### config.mk
export PLATFORM = sky130hd
export DESIGN_NAME = button_edge_and_autorepeat_core_flat
export DESIGN_NICKNAME = d
export VERILOG_FILES = /design/src/hw/rtl/bea_pkg.sv /design/src/hw/rtl/bea_stream_if.sv /design/src/hw/rtl/button_edge_and_autorepeat_core.sv /design/src/flat_wrapper.sv
export SDC_FILE = /design/constraint.sdc
export NUM_CORES = 1
export LEC_CHECK = 0
export CAP_MARGIN = 20
export CORE_UTILIZATION = 26
export CTS_CLUSTER_DIAMETER = 80
export DETAILED_ROUTE_END_ITERATION = 10
export DONT_BUFFER_PORTS = 1
export PLACE_DENSITY = 0.44
export SKIP_LAST_GASP = 1
export SLEW_MARGIN = 20
export SYNTH_ARGS = -nofsm -noshare
export SYNTH_HDL_FRONTEND = slang
export SYNTH_SLANG_ARGS = --single-unit
### constraint.sdc
create_clock -name clk -period 3.5 [get_ports clk]
set_clock_uncertainty 0.15 [all_clocks]
set_input_delay 0.7 -clock clk [delete_from_list [all_inputs] [get_ports clk]]
set_output_delay 0.7 -clock clk [all_outputs]
set_load 0.02 [all_outputs]
### src/hw/rtl/bea_pkg.sv
`default_nettype none

package bea_pkg;

  localparam int unsigned BUTTON_COUNT = 8;
  localparam int unsigned MASK_W       = 8;
  localparam int unsigned COUNT_W      = 8;
  localparam int unsigned REG_DATA_W   = 8;
  localparam int unsigned REG_INDEX_W  = 1;

  typedef logic [MASK_W-1:0]      mask_t;
  typedef logic [COUNT_W-1:0]     count_t;
  typedef logic [REG_INDEX_W-1:0] reg_index_t;
  typedef logic [REG_DATA_W-1:0]  reg_data_t;

  localparam reg_index_t REG_REPEAT_DELAY = 1'd0;
  localparam reg_index_t REG_REPEAT_RATE  = 1'd1;

  localparam count_t REPEAT_DELAY_RESET = 8'd20;
  localparam count_t REPEAT_RATE_RESET  = 8'd6;

  // Raw serial bit that drives each logical button bit.
  localparam mask_t RAW_BIT_FOR_LOGICAL [BUTTON_COUNT] = '{
    8'h01, 8'h02, 8'h04, 8'h08, 8'h10, 8'h20, 8'h40, 8'h80
  };

  function automatic mask_t permute_pad(input mask_t raw);
    mask_t logical;
    logical = '0;
    for (int i = 0; i < BUTTON_COUNT; i++) begin
      logical[i] = |(raw & RAW_BIT_FOR_LOGICAL[i]);
    end
    return logical;
  endfunction

endpackage

`default_nettype wire

### src/hw/rtl/bea_stream_if.sv
`default_nettype none

interface bea_pad_if;
  logic              valid;
  logic              ready;
  bea_pkg::mask_t    pad_raw;

  modport source (output valid, output pad_raw, input ready);
  modport sink   (input valid, input pad_raw, output ready);
endinterface

interface bea_buttons_if;
  logic              valid;
  logic              ready;
  bea_pkg::mask_t    held_mask;
  bea_pkg::mask_t    previous_mask;
  bea_pkg::mask_t    pressed_mask;
  bea_pkg::mask_t    released_mask;
  bea_pkg::mask_t    repeat_mask;

  modport source (
    output valid, output held_mask, output previous_mask, output pressed_mask,
    output released_mask, output repeat_mask, input ready
  );
  modport sink (
    input valid, input held_mask, input previous_mask, input pressed_mask,
    input released_mask, input repeat_mask, output ready
  );
endinterface

`default_nettype wire

### src/hw/rtl/button_edge_and_autorepeat_core.sv
`default_nettype none

// Button edge detector with per-button auto-repeat. Each pad transaction carries one raw
// controller byte; one buttons transaction follows with the held, previous, pressed,
// released and repeat masks. A transaction is accepted every cycle while the output
// register is empty or being drained. The button state and the eight repeat counters
// update at acceptance. A press is reported in repeat_mask at once; a held button then
// pulses after repeat_delay + 1 further transactions and every repeat_rate + 1
// transactions after that. Registers are written through wr_en, wr_index and wr_data
// (index 0 repeat_delay, index 1 repeat_rate) by the user only while the block is idle,
// which the block does not enforce; a new value takes effect at the next counter reload.
module button_edge_and_autorepeat_core (
  input  wire                   clk,
  input  wire                   rst,
  input  wire                   wr_en,
  input  wire bea_pkg::reg_index_t wr_index,
  input  wire bea_pkg::reg_data_t  wr_data,
  bea_pad_if.sink               pad,
  bea_buttons_if.source         buttons
);

  import bea_pkg::*;

  count_t repeat_delay;
  count_t repeat_rate;
  mask_t  last_held;
  count_t countdown [BUTTON_COUNT];
  count_t countdown_next [BUTTON_COUNT];

  mask_t  held;
  mask_t  pressed;
  mask_t  released;
  mask_t  repeat_next;
  logic   accept;

  assign pad.ready = !buttons.valid || buttons.ready;
  assign accept    = pad.valid && pad.ready;

  assign held     = permute_pad(pad.pad_raw);
  assign pressed  = held & ~last_held;
  assign released = last_held & ~held;

  always_comb begin
    repeat_next = pressed;
    for (int i = 0; i < BUTTON_COUNT; i++) begin
      if (!held[i] || pressed[i]) begin
        countdown_next[i] = repeat_delay;
      end else if (countdown[i] != '0) begin
        countdown_next[i] = countdown[i] - 1'b1;
      end else begin
        countdown_next[i] = repeat_rate;
        repeat_next[i]    = 1'b1;
      end
    end
  end

  always_ff @(posedge clk) begin
    if (rst) begin
      repeat_delay <= REPEAT_DELAY_RESET;
      repeat_rate  <= REPEAT_RATE_RESET;
    end else if (wr_en) begin
      case (wr_index)
        REG_REPEAT_DELAY: repeat_delay <= wr_data;
        REG_REPEAT_RATE:  repeat_rate  <= wr_data;
        default: ;
      endcase
    end
  end

  always_ff @(posedge clk) begin
    if (rst) begin
      last_held <= '0;
      for (int i = 0; i < BUTTON_COUNT; i++) begin
        countdown[i] <= REPEAT_DELAY_RESET;
      end
    end else if (accept) begin
      last_held <= held;
      for (int i = 0; i < BUTTON_COUNT; i++) begin
        countdown[i] <= countdown_next[i];
      end
    end
  end

  always_ff @(posedge clk) begin
    if (rst) begin
      buttons.valid <= 1'b0;
    end else if (pad.ready) begin
      buttons.valid <= pad.valid;
    end
  end

  always_ff @(posedge clk) begin
    if (accept) begin
      buttons.held_mask     <= held;
      buttons.previous_mask <= last_held;
      buttons.pressed_mask  <= pressed;
      buttons.released_mask <= released;
      buttons.repeat_mask   <= repeat_next;
    end
  end

  a_edges_disjoint: assert property (@(posedge clk) disable iff (rst)
    buttons.valid |-> (buttons.pressed_mask & buttons.released_mask) == '0)
    else $error("pressed and released masks overlap");

  a_press_repeats: assert property (@(posedge clk) disable iff (rst)
    buttons.valid |-> (buttons.pressed_mask & ~buttons.repeat_mask) == '0)
    else $error("a new press is missing from the repeat mask");

  a_history_tracks: assert property (@(posedge clk) disable iff (rst)
    accept |=> last_held == buttons.held_mask)
    else $error("held history does not match the last result");

  a_drain_frees: assert property (@(posedge clk) disable iff (rst)
    !buttons.valid |-> pad.ready)
    else $error("input stalled while the output register is empty");

endmodule

`default_nettype wire

### src/flat_wrapper.sv
// flat-port wrapper written by rule: the top's interface ports become plain ports
module button_edge_and_autorepeat_core_flat import bea_pkg::*;
  (clk, rst, wr_en, wr_index, wr_data, pad_valid, pad_pad_raw, pad_ready, buttons_valid, buttons_held_mask, buttons_previous_mask, buttons_pressed_mask, buttons_released_mask, buttons_repeat_mask, buttons_ready);
  bea_pad_if pad_i ();
  bea_buttons_if buttons_i ();
  input  wire clk;
  input  wire rst;
  input  wire wr_en;
  input  wire bea_pkg::reg_index_t wr_index;
  input  wire bea_pkg::reg_data_t wr_data;
  input wire logic [$bits(pad_i.valid)-1:0] pad_valid;
  input wire logic [$bits(pad_i.pad_raw)-1:0] pad_pad_raw;
  output wire logic [$bits(pad_i.ready)-1:0] pad_ready;
  output wire logic [$bits(buttons_i.valid)-1:0] buttons_valid;
  output wire logic [$bits(buttons_i.held_mask)-1:0] buttons_held_mask;
  output wire logic [$bits(buttons_i.previous_mask)-1:0] buttons_previous_mask;
  output wire logic [$bits(buttons_i.pressed_mask)-1:0] buttons_pressed_mask;
  output wire logic [$bits(buttons_i.released_mask)-1:0] buttons_released_mask;
  output wire logic [$bits(buttons_i.repeat_mask)-1:0] buttons_repeat_mask;
  input wire logic [$bits(buttons_i.ready)-1:0] buttons_ready;
  assign pad_i.valid = pad_valid;
  assign pad_i.pad_raw = pad_pad_raw;
  assign pad_ready = pad_i.ready;
  assign buttons_valid = buttons_i.valid;
  assign buttons_held_mask = buttons_i.held_mask;
  assign buttons_previous_mask = buttons_i.previous_mask;
  assign buttons_pressed_mask = buttons_i.pressed_mask;
  assign buttons_released_mask = buttons_i.released_mask;
  assign buttons_repeat_mask = buttons_i.repeat_mask;
  assign buttons_i.ready = buttons_ready;
  button_edge_and_autorepeat_core u_core (.clk(clk), .rst(rst), .wr_en(wr_en), .wr_index(wr_index), .wr_data(wr_data), .pad(pad_i), .buttons(buttons_i));
endmodule
==> flow_summary.toml <==
[global_route]
grtUsageTotal_pct = 14.61
grt_pass1_wl_um = 30300
grt_pass1_vias = 5019
overflow = 0
grt_max_degree = 61
antenna_found_initial = 0

[clocking]
cts_tree = "yes"
path_clk_slew_ps = 70
cts_made_buffers = 17
cts.sinks = 129
cts_root_buf = "clkbuf_16"
ctsResizeCount = 0
clock_latency_ps = 430
clockBufferDepth = 2
cts_hold_buf = 0
htree_levels = 4
post_cts_buffers = 0

[layout]
diodes = 0
layout.cells.non_filler = 1043
drive_above_1_share_pct = 7.407
areaGrowthSynthToFinish_pct = 12.25
seqCellArea_um2 = 3623
final_util_pct = 29.65
nets = 727
design_area_um2 = 7946
fill_cells = 2764
multi_input_area_um2 = 3164

[setup_path]
r2r_cells = 4
arrival_ps = 2620
crit_type = "reg -> reg"
worst-r2r-setup-slack_ps = 970
cp-end-kind = "register"
worstPathMaxFanout = 9
r2r_start = "u_core.countdown[1][2]"
r2r_end = "u_core.countdown[1][5]"
critPathLaunchType = "register"
critPathLaunch = "u_core.countdown[1][2]"
crit_required_ps = 3590

[sta]
hold_slack_ps = 190.1
post-route-period-util_pct = 72.18
final_hold_viol_count = 0
final-setup-viol-count = 0
min_period_ps = 2526
slew_headroom_pct = 41.70
fmax_mhz = 395.8
final_max_slew_viol_count = 0
rsz0062_at_grt = "no"
worst_slack_ps = 973.8
max_slew.worst_pin.slew_ps = 874.5
tns_ps = 0

[pwr]
p_per_area_nw_per_um2 = 505.6
ir_drop_mv = 0.2372
power_mw = 4.018
leakage_nw = 2.671

[run_status]
status = "completed"

[logic_synthesis]
synth_edf_count = 104
synth.distinct_cells = 56
async_flop_share_pct = 0
synth.net_count = 749
synth_ff_type = "edfxtp_1"
ys_ff_latch = 129
syn-instance-count = 711
synth.avg_cell_area_um2 = 9.957
synth_warnings = 0
yosysSeqAreaShare_pct = 51.18
syn_area_um2 = 7079

[detailed_routing]
wl_met2_um = 8849
drc_errors = 0
vias = 5433
wl_met1_um = 10090
ant_nets = 0
drt-wirelength-per-cell_um = 19.23
drtIter0Drc = 356
drt-total-wl_um = 20060
route.met3.wl_um = 936
viasPerCell = 5.209
drt-pass1-iter-count = 5
top_layer_used = "met4"

[die]
dieArea_um2 = 27890
dieWidth_um = 167.0
start_util_pct = 26.41
core_area_um2 = 26800
io_pins = 64
row_count = 60
die_h_um = 167.0

[hold_path]
whs_path_depth = 1
whs_endpoint = "u_core.repeat_rate[7]"
worstHoldStart = "rst"
hold_path.class = "in -> reg"

[job]
cap_violations = 0

[placement]
hpwlAfterDp_um = 12660
pre_cts_ws_ps = 810.0
post_dp_cell_area_um2 = 7361
dp.cells = 1011
port_buffers = 0
gp_congestion = 0.7699
[registers in the layout, summed over array words and instances, names as in the netlist]
name and count:
u_core.buttons.held_mask 8, u_core.buttons.pressed_mask 8, u_core.buttons.previous_mask 8, u_core.buttons.released_mask 8, u_core.buttons.repeat_mask 8, u_core.buttons.valid 1
u_core.countdown 64, u_core.last_held 8, u_core.repeat_delay 8, u_core.repeat_rate 8
[Yosys cell counts (3+ instances only)]
cell	instances	share of area [%]
inv_1	27	1.4
xor2_1	15	1.9
edfxtp_1	104	44
nand2_1	70	3.7
o31ai_1	20	2.1
o22ai_1	7	0.62
o311ai_0	4	0.49
and2_1	8	0.71
buf_1	6	0.32
a211oi_1	4	0.42
ha_1	16	2.8
nor2_1	26	1.4
mux2i_1	20	2.8
nor3b_1	10	1.1
clkbuf_1	34	1.8
and3_1	4	0.35
o21a_1	5	0.53
nor2b_1	19	1.7
mux2_2	5	0.80
a21boi_0	10	1.1
dfxtp_1	25	7.1
or4_1	12	1.3
o2111ai_1	4	0.49
nand3b_1	5	0.53
nor4_1	6	0.53
nor3_1	21	1.5
and2_0	3	0.27
a21oi_1	54	3.8
buf_2	5	0.35
xnor2_1	4	0.49
nand2b_1	14	1.2
nand3_1	34	2.4
o21ai_0	57	4.0
or3_1	14	1.2
o31a_1	3	0.37
o32ai_1	6	0.74
nand4_1	5	0.44
[layout by cell type (no fill, tap or decap), types with 19 or more instances in the layout]
cell      count
nor2b_1      19
o21ai_0      57
dfxtp_1      25
a21oi_1      54
mux2i_1      20
nand3_1      34
nor3_1       20
nand2_1      70
o31ai_1      20
nor2_1       26
inv_1        26
edfxtp_1    104
[area by class of cell]
type | instances | share of cell area [%]
Multi-Input combinational cell | 508 | 39.82
Sequential cell | 129 | 45.60
Clock buffer | 17 | 5.353
Inverter | 27 | 1.275
Timing Repair Buffer | 6 | 0.5668
Tap cell | 341 | 5.369
Clock inverter | 15 | 2.015
[worst max path at each step]
stage / end / slack [ps] / depth (start not counted)
final: u_core.countdown[1][5] / 970 / 4
after global routing: u_core.countdown[0][21] / 880 / 4
after CTS: u_core.countdown[1][5] / 990 / 4
after detailed placement: u_core.countdown[0][21] / 810 / 4
after global placement: u_core.countdown[0][21] / 880 / 4
after floorplan: u_core.countdown[0][0] / 170 / 3
[logic make-up (layout without fill, tap and decap cells)]
kind of cell	count (synthesis)	count (layout)	share of synthesized area [%]
fa+ha+maj	16	16	2.828
simple gates	260	260	19.37
mux	25	25	3.623
compound gates	188	188	16.42
xor+xnor	19	19	2.351
flops	129	129	51.18
buf+inv	74	65	4.224
[layer usage]
| layer | global-route usage (%) | up-vias |
|---|---|---|
| met5 | 0 | - |
| met4 | 4.388 | 0 |
| li1 | - | 2609 |
| met3 | 3.422 | 14 |
| met2 | 21.45 | 128 |
| met1 | 21.06 | 2682 |
[worst max-delay path: stages, from the launching register on]
cell and delay, ps:
edfxtp_1 450, or4_1 660, or3_1 570, or3_1 430, o311ai_1 80
[power by group]
group / internal (mW) / total (mW) / switching [mW] / leakage, nW
combinational: 0.124 / 0.309 / 0.185 / 1.13
clock: 1.01 / 1.79 / 0.774 / 0.284
sequential: 1.77 / 1.92 / 0.157 / 1.25
(Power assumes the default switching activity.)
